### config.mk
export PLATFORM = sky130hd
export DESIGN_NAME = xorshift128plus_generator_top
export DESIGN_NICKNAME = d
export VERILOG_FILES = /design/src/rtl/core/xs128p_pkg.sv /design/src/rtl/core/xs128p_step.sv /design/src/rtl/core/xs128p_mul.sv /design/src/rtl/core/xorshift128plus_generator_top.sv
export SDC_FILE = /design/constraint.sdc
export NUM_CORES = 2
export LEC_CHECK = 0
export ABC_AREA = 1
export BUFFER_PORTS_ARGS = -buffer_cell sky130_fd_sc_hd__clkbuf_2
export CAP_MARGIN = 20
export CORE_ASPECT_RATIO = 0.8
export CORE_MARGIN = 2
export CORE_UTILIZATION = 30
export DETAILED_ROUTE_END_ITERATION = 8
export SETUP_SLACK_MARGIN = 0.1
export SYNTH_ARGS = -nofsm -noshare
export SYNTH_HDL_FRONTEND = slang
export SYNTH_SLANG_ARGS = --single-unit
### constraint.sdc
create_clock -name clk -period 23.9 [get_ports clk]
set_input_delay 1.195 -clock clk [delete_from_list [all_inputs] [get_ports clk]]
set_output_delay 1.195 -clock clk [all_outputs]
set_load 0.01 [all_outputs]
### src/rtl/core/xs128p_pkg.sv
`default_nettype none
package xs128p_pkg;

  // xorshift128+ reset words
  localparam logic [63:0] RESET_A = 64'h9E37_79B9_7F4A_7C15;
  localparam logic [63:0] RESET_B = 64'hBF58_476D_1CE4_E5B9;

  // splitmix64 constants
  localparam logic [63:0] MIX_GOLDEN = 64'h9E37_79B9_7F4A_7C15;
  localparam logic [63:0] MIX_MUL1   = 64'hBF58_476D_1CE4_E5B9;
  localparam logic [63:0] MIX_MUL2   = 64'h94D0_49BB_1331_11EB;

  // command codes (bit 0 of the command field)
  localparam logic CMD_NEXT   = 1'b0;
  localparam logic CMD_RESEED = 1'b1;

  // multiplier request / response
  typedef struct packed {
    logic        start;
    logic [63:0] a;
    logic [63:0] b;
  } mul_req_t;

  typedef struct packed {
    logic        done;
    logic [63:0] product;
  } mul_rsp_t;

  // sequencer states, one-hot
  typedef enum logic [6:0] {
    S_IDLE  = 7'b000_0001,
    S_MIX   = 7'b000_0010,
    S_MUL1  = 7'b000_0100,
    S_MUL2  = 7'b000_1000,
    S_CHECK = 7'b001_0000,
    S_WARM  = 7'b010_0000,
    S_DONE  = 7'b100_0000
  } state_t;

endpackage
`default_nettype wire

### src/rtl/core/xs128p_step.sv
`default_nettype none
module xs128p_step (
  input  wire logic [63:0] word_a,
  input  wire logic [63:0] word_b,
  output logic      [63:0] word_a_nxt,
  output logic      [63:0] word_b_nxt,
  output logic      [63:0] value
);

  logic [63:0] x1;
  logic [63:0] x2;

  always_comb begin
    x1         = word_a ^ (word_a << 23);
    x2         = x1 ^ (x1 >> 17);
    word_b_nxt = x2 ^ word_b ^ (word_b >> 26);
    word_a_nxt = word_b;
    value      = word_b_nxt + word_b;
  end

endmodule
`default_nettype wire

### src/rtl/core/xs128p_mul.sv
`default_nettype none
// 64x64 -> low 64 bits, one 32x32 product per cycle while busy.
module xs128p_mul (
  input  wire logic                 clk,
  input  wire logic                 rst_n,
  input  wire xs128p_pkg::mul_req_t req,
  output xs128p_pkg::mul_rsp_t      rsp
);

  localparam logic [1:0] PH_LL   = 2'd0;
  localparam logic [1:0] PH_LH   = 2'd1;
  localparam logic [1:0] PH_HL   = 2'd2;
  localparam logic [1:0] PH_LAST = 2'd3;

  logic        busy_r, busy_nxt;
  logic        done_r, done_nxt;
  logic [1:0]  ph_r, ph_nxt;
  logic [1:0]  pph_r, pph_nxt;
  logic [63:0] a_r, a_nxt;
  logic [63:0] b_r, b_nxt;
  logic [63:0] prod_r, prod_nxt;
  logic [63:0] acc_r, acc_nxt;
  logic [31:0] opa, opb;

  always_comb begin
    case (ph_r)
      PH_LL:   begin opa = a_r[31:0];  opb = b_r[31:0];  end
      PH_LH:   begin opa = a_r[31:0];  opb = b_r[63:32]; end
      PH_HL:   begin opa = a_r[63:32]; opb = b_r[31:0];  end
      default: begin opa = a_r[31:0];  opb = b_r[31:0];  end
    endcase
  end

  always_comb begin
    busy_nxt = busy_r;
    done_nxt = 1'b0;
    ph_nxt   = ph_r;
    pph_nxt  = pph_r;
    a_nxt    = a_r;
    b_nxt    = b_r;
    prod_nxt = prod_r;
    acc_nxt  = acc_r;
    if (req.start) begin
      busy_nxt = 1'b1;
      ph_nxt   = PH_LL;
      a_nxt    = req.a;
      b_nxt    = req.b;
    end else if (busy_r) begin
      if (ph_r != PH_LAST) begin
        prod_nxt = opa * opb;
        pph_nxt  = ph_r;
      end
      if (ph_r != PH_LL) begin
        // cross terms only feed the upper half
        if (pph_r == PH_LL) acc_nxt = prod_r;
        else                acc_nxt = acc_r + {prod_r[31:0], 32'd0};
      end
      if (ph_r == PH_LAST) begin
        busy_nxt = 1'b0;
        done_nxt = 1'b1;
      end else begin
        ph_nxt = ph_r + 2'd1;
      end
    end
  end

  always_ff @(posedge clk) begin
    if (!rst_n) begin
      busy_r <= 1'b0;
      done_r <= 1'b0;
      ph_r   <= PH_LL;
      pph_r  <= PH_LL;
    end else begin
      busy_r <= busy_nxt;
      done_r <= done_nxt;
      ph_r   <= ph_nxt;
      pph_r  <= pph_nxt;
    end
  end

  always_ff @(posedge clk) begin
    a_r    <= a_nxt;
    b_r    <= b_nxt;
    prod_r <= prod_nxt;
    acc_r  <= acc_nxt;
  end

  assign rsp.done    = done_r;
  assign rsp.product = acc_r;

endmodule
`default_nettype wire

### src/rtl/core/xorshift128plus_generator_top.sv
`default_nettype none
// Channel   Direction  Ports                                 Beat meaning
// in_       input      in_valid in_ready in_command in_seed  one command
// out_      output     out_valid out_ready out_value         one 64-bit result
//
// A next command runs the xorshift step combinationally from the state
// words into the output register, so next beats flow one a cycle while
// out_ready keeps the slot free. A reseed runs splitmix64 twice on the
// shared iterative multiplier (two multiplies per word), then one
// warm-up step per cycle, before its zero result and the next beat.
// Synchronous active-low reset loads the reset words; no clearing pass.
// A result waiting on out_ready holds in_ready low until it drains, for a
// reseed as well; a finished reseed waits in S_DONE for the output slot.
module xorshift128plus_generator_top #(
  parameter int WARMUP_STEPS = 32
) (
  input  wire logic        clk,
  input  wire logic        rst_n,
  input  wire logic        in_valid,
  output logic             in_ready,
  input  wire logic        in_command,
  input  wire logic [63:0] in_seed,
  output logic             out_valid,
  input  wire logic        out_ready,
  output logic      [63:0] out_value
);

  localparam int CNT_W = $clog2(WARMUP_STEPS + 2);

  xs128p_pkg::state_t   state_r, state_nxt;
  logic [63:0]          word_a_r, word_a_nxt;
  logic [63:0]          word_b_r, word_b_nxt;
  logic [63:0]          mix_r, mix_nxt;     // splitmix64 running sum
  logic                 idx_r, idx_nxt;     // which word is being mixed
  logic [CNT_W-1:0]     cnt_r, cnt_nxt;     // warm-up steps left
  logic                 out_valid_r, out_valid_nxt;
  logic [63:0]          out_value_r, out_value_nxt;

  logic [63:0]          step_a, step_b, step_value;
  logic [63:0]          mixed;
  logic                 slot_free;
  xs128p_pkg::mul_req_t mul_req;
  xs128p_pkg::mul_rsp_t mul_rsp;

  xs128p_step u_step (
    .word_a     (word_a_r),
    .word_b     (word_b_r),
    .word_a_nxt (step_a),
    .word_b_nxt (step_b),
    .value      (step_value)
  );

  xs128p_mul u_mul (
    .clk   (clk),
    .rst_n (rst_n),
    .req   (mul_req),
    .rsp   (mul_rsp)
  );

  // output slot is free if empty or being drained this cycle
  assign slot_free = !out_valid_r || out_ready;
  assign in_ready  = (state_r == xs128p_pkg::S_IDLE) && slot_free;
  assign mixed     = mul_rsp.product ^ (mul_rsp.product >> 31);

  always_comb begin
    state_nxt     = state_r;
    word_a_nxt    = word_a_r;
    word_b_nxt    = word_b_r;
    mix_nxt       = mix_r;
    idx_nxt       = idx_r;
    cnt_nxt       = cnt_r;
    out_valid_nxt = out_valid_r && !out_ready;
    out_value_nxt = out_value_r;
    mul_req.start = 1'b0;
    mul_req.a     = mix_r ^ (mix_r >> 30);
    mul_req.b     = xs128p_pkg::MIX_MUL1;

    case (state_r)
      xs128p_pkg::S_IDLE: begin
        if (in_valid && in_ready) begin
          if (in_command == xs128p_pkg::CMD_RESEED) begin
            mix_nxt   = in_seed;
            idx_nxt   = 1'b0;
            state_nxt = xs128p_pkg::S_MIX;
          end else begin
            word_a_nxt    = step_a;
            word_b_nxt    = step_b;
            out_valid_nxt = 1'b1;
            out_value_nxt = step_value;
          end
        end
      end
      xs128p_pkg::S_MIX: begin
        // z ^ (z >> 30) into the first multiply
        mul_req.start = 1'b1;
        mix_nxt       = mix_r + xs128p_pkg::MIX_GOLDEN;
        state_nxt     = xs128p_pkg::S_MUL1;
      end
      xs128p_pkg::S_MUL1: begin
        mul_req.a = mul_rsp.product ^ (mul_rsp.product >> 27);
        mul_req.b = xs128p_pkg::MIX_MUL2;
        if (mul_rsp.done) begin
          mul_req.start = 1'b1;
          state_nxt     = xs128p_pkg::S_MUL2;
        end
      end
      xs128p_pkg::S_MUL2: begin
        if (mul_rsp.done) begin
          if (!idx_r) begin
            word_a_nxt = mixed;
            idx_nxt    = 1'b1;
            state_nxt  = xs128p_pkg::S_MIX;
          end else begin
            word_b_nxt = mixed;
            state_nxt  = xs128p_pkg::S_CHECK;
          end
        end
      end
      xs128p_pkg::S_CHECK: begin
        // all-zero state would lock up the generator
        if (word_a_r == 64'd0 && word_b_r == 64'd0) begin
          word_a_nxt = xs128p_pkg::RESET_A;
          word_b_nxt = xs128p_pkg::RESET_B;
        end
        cnt_nxt = CNT_W'(WARMUP_STEPS);
        if (WARMUP_STEPS == 0) state_nxt = xs128p_pkg::S_DONE;
        else                   state_nxt = xs128p_pkg::S_WARM;
      end
      xs128p_pkg::S_WARM: begin
        word_a_nxt = step_a;
        word_b_nxt = step_b;
        cnt_nxt    = cnt_r - CNT_W'(1);
        if (cnt_r == CNT_W'(1)) state_nxt = xs128p_pkg::S_DONE;
      end
      xs128p_pkg::S_DONE: begin
        if (slot_free) begin
          out_valid_nxt = 1'b1;
          out_value_nxt = 64'd0;
          state_nxt     = xs128p_pkg::S_IDLE;
        end
      end
      default: begin
        state_nxt = xs128p_pkg::S_IDLE;
      end
    endcase
  end

  always_ff @(posedge clk) begin
    if (!rst_n) begin
      state_r     <= xs128p_pkg::S_IDLE;
      word_a_r    <= xs128p_pkg::RESET_A;
      word_b_r    <= xs128p_pkg::RESET_B;
      out_valid_r <= 1'b0;
      idx_r       <= 1'b0;
      cnt_r       <= '0;
    end else begin
      state_r     <= state_nxt;
      word_a_r    <= word_a_nxt;
      word_b_r    <= word_b_nxt;
      out_valid_r <= out_valid_nxt;
      idx_r       <= idx_nxt;
      cnt_r       <= cnt_nxt;
    end
  end

  always_ff @(posedge clk) begin
    mix_r       <= mix_nxt;
    out_value_r <= out_value_nxt;
  end

  assign out_valid = out_valid_r;
  assign out_value = out_value_r;

  // multiplier only answers while a mix multiply is outstanding
  a_mul_done_state: assert property (@(posedge clk) disable iff (!rst_n)
    mul_rsp.done |-> (state_r == xs128p_pkg::S_MUL1 || state_r == xs128p_pkg::S_MUL2))
    else $error("multiplier done outside a multiply wait");

  // generator state never all zero while serving commands
  a_state_nonzero: assert property (@(posedge clk) disable iff (!rst_n)
    (state_r == xs128p_pkg::S_IDLE) |-> ((word_a_r | word_b_r) != 64'd0))
    else $error("generator state is all zero");

  // reseed completion posts a zero result
  a_reseed_zero: assert property (@(posedge clk) disable iff (!rst_n)
    (state_r == xs128p_pkg::S_DONE && slot_free)
      |=> (out_valid_r && out_value_r == 64'd0 && state_r == xs128p_pkg::S_IDLE))
    else $error("reseed did not post a zero result");

  // warm-up never runs with an empty count
  a_warm_count: assert property (@(posedge clk) disable iff (!rst_n)
    (state_r == xs128p_pkg::S_WARM) |-> (cnt_r != '0))
    else $error("warm-up counter underflow");

endmodule
`default_nettype wire

Word-level counts from Yosys, hierarchy flattened:

Cells that the tools add are included.

* bits in registers: 533
* output and inout port bits: 66
* word-level logic and storage cells: 128

* $add $sub $neg: 5
* $mul: 1
* eq/ne operators: 22
* mux-type cells: 46
* bitwise gates (word level): 11
* reduce and logical (&&, ||, !) cells: 27

Operators with widths (number)
* 64-bit 2-to-1 mux: 16
* 64-bit one-hot mux with 4 select lines: 2
* 64-bit one-hot mux with 2 select lines: 2
* 64-bit adder: 2
* 64-bit logical NOT: 2
* 128-bit 2-to-1 mux: 1
* 64-bit bitwise XOR: 2
* 64-bit adder, second input constant: 1
* 32-bit by 32-bit multiplier with 64-bit output: 1
* 32-bit 2-to-1 mux: 2
* 64-bit by 33-bit bitwise XOR with 64-bit output: 1
* 64-bit by 34-bit bitwise XOR with 64-bit output: 1
* 64-bit by 37-bit bitwise XOR with 64-bit output: 1
* 64-bit by 38-bit bitwise XOR with 64-bit output: 1
* 64-bit by 47-bit bitwise XOR with 64-bit output: 1
* 7-bit one-hot mux with 7 select lines: 1
* 7-bit 2-to-1 mux: 6
* 6-bit AND reduction: 3
* 2-bit != test, second input constant: 8
* 6-bit one-hot mux with 2 select lines: 1
* 1-bit 2-to-1 mux: 11
* 2-bit nonzero test: 5
* 3-bit AND reduction: 3
* 4-bit AND reduction: 2
* 24 further kinds: 36

Logic depth before layout (Yosys ltp):

* depth after elaboration: 8
* gate-level depth with buffers: 40
* mapped depth without buffers: 39

Modules after synthesis:

From an unflattened synthesis, not the netlist that was laid out.

* cell total of the unflattened synthesis: 9820
* area total of the unflattened synthesis: 71856.4 um^2

By module, submodules not included
* xs128p_mul: instances 1, cells an instance 5547, area each 46205.6 um^2, sequential area each 7807.5 um^2
* xorshift128plus_generator_top: instances 1, cells an instance 2806, area each 17803.3 um^2, sequential area each 6706.4 um^2
* xs128p_step: instances 1, cells an instance 1467, area each 7847.5 um^2, sequential area each 0.0 um^2

Worst setup path before layout:

No wires, ideal clock.

* path kind: reg2reg
* start point: reg u_mul.ph_r[0]
* end point: reg u_mul.prod_r[63], data pin
* arrival time: 7.535 ns
* required time: 23.648 ns
* slack: 16.113 ns
* cell stages (with the launch flop): 28
* path buffers: 2
* cell sequence: dfxtp_1 inv_1 ha_1 buf_2 clkbuf_1 o21ai_1 clkinv_1 nor2_1 inv_1 fa_1 fa_1 fa_1 fa_1 inv_1 fa_1 fa_1 fa_1 fa_1 ha_1 nand2_1 nor2_1 inv_1 nor2_1 nand2_1 o21ai_0 nand3_1 nand3_1 nand2_1

* cells in the longest elaborated chain, start to end: 3
* elaborated cells between the ends (all ways): 5
* classes of those cells: 1 x mul; 2 x eq/ne; 2 x mux

Ends and longest elaborated chain
* start: declaration: line xs128p_mul.sv:17 `logic [1:0] ph_r, ph_nxt;`
* start signal: assignment: line xs128p_mul.sv:76 `ph_r <= ph_nxt;`
* 2-bit == test / 2-bit by 1-bit == test with 1-bit output (equally long branches): line xs128p_mul.sv:26 `case (ph_r)`
* 32-bit 2-to-1 mux: line xs128p_mul.sv:26
* 32-bit by 32-bit multiplier with 64-bit output (*): line xs128p_mul.sv:50 `prod_nxt = opa * opb;`
* end signal: assignment: line xs128p_mul.sv:84 `prod_r <= prod_nxt;`
* end: declaration: line xs128p_mul.sv:21 `logic [63:0] prod_r, prod_nxt;`

Mark *: on every way between the ends. The rest lies on a longest branch, timed or not.
A chain may end at the register's enable or synchronous reset.

Worst setup path in the final report:

* start point: reg u_mul.b_r[55]
* end point: reg u_mul.prod_r[33], data pin

* cells in the longest elaborated chain, start to end: 2

Ends and longest elaborated chain
* start: declaration: line xs128p_mul.sv:20 `logic [63:0] b_r, b_nxt;`
* start signal: assignment: line xs128p_mul.sv:83 `b_r <= b_nxt;`
* 32-bit 2-to-1 mux: line xs128p_mul.sv:26
* 32-bit by 32-bit multiplier with 64-bit output: line xs128p_mul.sv:50

No other way between the ends.

==> metrics.txt <==
status finished, final reports clean; Post-Syn Nets 9425; Worst EP required 24.29 ns; largest net degree at the start of global routing 86; Hold WC Path Type register to register; crit-path max FO 30; mapped cell area 62600 µm²; RSZ-0062 raised after global routing false; number of port buffers 134; Die W 514.7 µm; Num CTS Buffers 54; drt drc 0; top post-synthesis cells by area fa_1 (27%), edfxtp_1 (15%), inv_1 (9.8%); Worst setup SP type register; Yosys top cell area share 0.2651; Slowest cell on crit path edfxtp_1; hold slack 0.4805 ns; Tcrit/Tclk final 0.4402; CTS tree built; GRT Total Usage 0.2485; Slew Limit Fails 0; Setup CP Type register to register; CP arrival 10.91 ns; RR Endpoint u_mul.prod_r[33]; XOR/XNOR Fraction of Synth Area 0.03638; cts hold-fix bufs 0; TNS Setup 0 ns; reg2reg path depth 26; Synth area leader fa_1; clk_lat worst skew 0.67 ns; final core utilization 0.3314; largest family of logic cells by synthesized area adder cells; buffer and inverter count on the worst path 8; Layout Nets 9478; FP Rows 149; layout cells sized above 1 0.04647; Final Hold Fails 0; Synth Area per Inst 7.728 µm²; Die Ht 412.6 µm; Clock Sinks 471; P&R area growth vs syn 9.464%; number of nets with antenna violations after routing 0; worst-margin pin slew 1.228 ns; Total Wirelength 266900 µm; post-synthesis sequential area ratio 0.2021; Max Cap Violations 0; Fillers 22020; worst setup margin 13.38 ns; Reg2Reg Launch Point u_mul.b_r[55]; synthesized instance count 8100; Setup-failing EPs final 0; clock buffer depth 3; cell family with the largest share of critical-path delay adder cells; vias in the first global route 55590; Post-Synth Adder-Cell Area 0.3505; FMAX 0.09504 GHz; crit end category register; Die Area 212300 µm²; mux contribution to synthesized area 0; H-tree level count 2; diode count 0; DP Worst Slack 13.70 ns; drt via density 5.235; Hold Crit Start idx_r; slew margin rel. 0.1812; # IOs 135; drt initial violations 8166; Clk pin slew, worst setup/hold paths 0.07 ns; via count 57148; initial antenna violation count 6; synth warn 0; DP HPWL 224000 µm; Yosys cell types 43; first-pass GRT wire length 386800 µm; post-CTS sizing 0; Synth Area in Simple Gates 0.2110; Tmin final 10.52 ns; gr ovfl total 0; WL/cell 24.45 µm; reg2reg setup slack 13.38 ns; routability cong. 1.026; Pre-Repair DR Iteration Count 7; Setup Skew 0.07148 ns; Synth Register Bits 471; complex-gate fraction of the synthesized area 0.08681; most used cell, CP fa_1; hold depth 2; biggest cell delay along the critical path 0.80 ns; Setup Fix Bufs, Post-CTS 0; starting density of the core 0.3028; Hold EP idx_r; core area 206800 µm²; CTS Root Cell clkbuf_16; CP Depth 26
metrics by stage:
step | cells | instance area (µm²)
floorplan | 8100 | 62600
global route | 10916 | 68520
detailed placement | 10815 | 66520
CTS | 10916 | 68520
finish | 10916 | 68520
global placement | 10814 | 66490
registers in the layout, indices dropped and copies added (netlist names):
name	cells
state_r	7
out_valid	1
mix_r	64
word_a_r	64
u_mul.b_r	2
u_mul.ph_r	2
u_mul.pph_r	2
u_mul.a_r	64
u_mul.acc_r	64
u_mul.done_r	1
u_mul.busy_r	1
cnt_r	6
word_b_r	64
u_mul.prod_r	64
idx_r	1
out_value	64
worst max-delay path by stage:
stage                        from          endpoint  slack (ns)
floorplan           u_mul.ph_r[0]  u_mul.prod_r[63]       16.11
global placement    u_mul.b_r[55]  u_mul.prod_r[33]       13.71
detailed placement  u_mul.b_r[55]  u_mul.prod_r[33]       13.70
CTS                 u_mul.b_r[55]  u_mul.prod_r[33]       13.65
global route        u_mul.b_r[55]  u_mul.prod_r[58]       13.07
finish              u_mul.b_r[55]  u_mul.prod_r[33]       13.38
metal layers:
metal,wire length [µm],global-route usage
met5,42,0
met4,7608,0.05925
met3,32740,0.05790
met2,104500,0.3457
met1,122100,0.3810
logic make-up after synthesis:
kind of cell             count (synthesis)
buffers and inverters                 1874
adder cells (fa/ha/maj)               1256
flip-flops                             471
AO/OA/AOI/OAI                          996
XOR/XNOR                               260
AND/OR/NAND/NOR                       3243
layout make-up:
| type | instances | area, µm² | area share |
|---|---|---|---|
| Timing Repair Buffer | 212 | 1279 | 0.01866 |
| Clock inverter | 41 | 579.3 | 0.008454 |
| Clock buffer | 60 | 1425 | 0.02080 |
| Inverter | 1659 | 6227 | 0.09088 |
| Multi-Input combinational cell | 5755 | 42960 | 0.6269 |
| Sequential cell | 471 | 12650 | 0.1846 |
| Tap cell | 2718 | 3401 | 0.04963 |
cells in the mapped netlist, drive strengths merged:
master	count
a211o	6
a211oi	2
a21boi	7
a21o	30
a21oi	401
a22oi	2
a31o	1
a31oi	43
a32oi	1
and2	5
buf	57
clkbuf	158
clkinv	9
dfxtp	149
edfxtp	322
fa	829
ha	427
inv	1650
nand2	1602
nand3	468
nand3b	17
nand4	38
nor2	988
nor3	56
nor3b	7
nor4	28
o2111ai	4
o211ai	27
o21a	12
o21ai	391
o21bai	43
o22ai	21
o31ai	5
or2	34
xnor2	97
xor2	163
layout by cell type (no fill, tap or decap), types with 38 or more instances in the layout:
| cell | Yosys | layout |
|---|---|---|
| inv_1 | 1641 | 1639 |
| nand2_1 | 1602 | 1597 |
| nor2_1 | 987 | 984 |
| fa_1 | 829 | 829 |
| nand3_1 | 468 | 468 |
| ha_1 | 427 | 426 |
| a21oi_1 | 401 | 401 |
| o21ai_0 | 367 | 356 |
| edfxtp_1 | 322 | 322 |
| xor2_1 | 163 | 163 |
| dfxtp_1 | 149 | 149 |
| clkbuf_2 | 0 | 133 |
| xnor2_1 | 97 | 97 |
| buf_4 | 0 | 78 |
| clkbuf_16 | 0 | 55 |
| nor3_1 | 52 | 51 |
| o21bai_1 | 43 | 43 |
| a31oi_1 | 43 | 43 |
| nand4_1 | 38 | 38 |
tightest hold or removal path: cells and delay by family, from the launching register on:
family           cells  cell delay (ns)
AO/OA/AOI/OAI        1             0.05
flip-flops           1             0.32
AND/OR/NAND/NOR      1             0.07
Power is left out: the tool's default activity adds up to more than one toggle a clock period on the data nets, which glitch-free logic cannot reach.
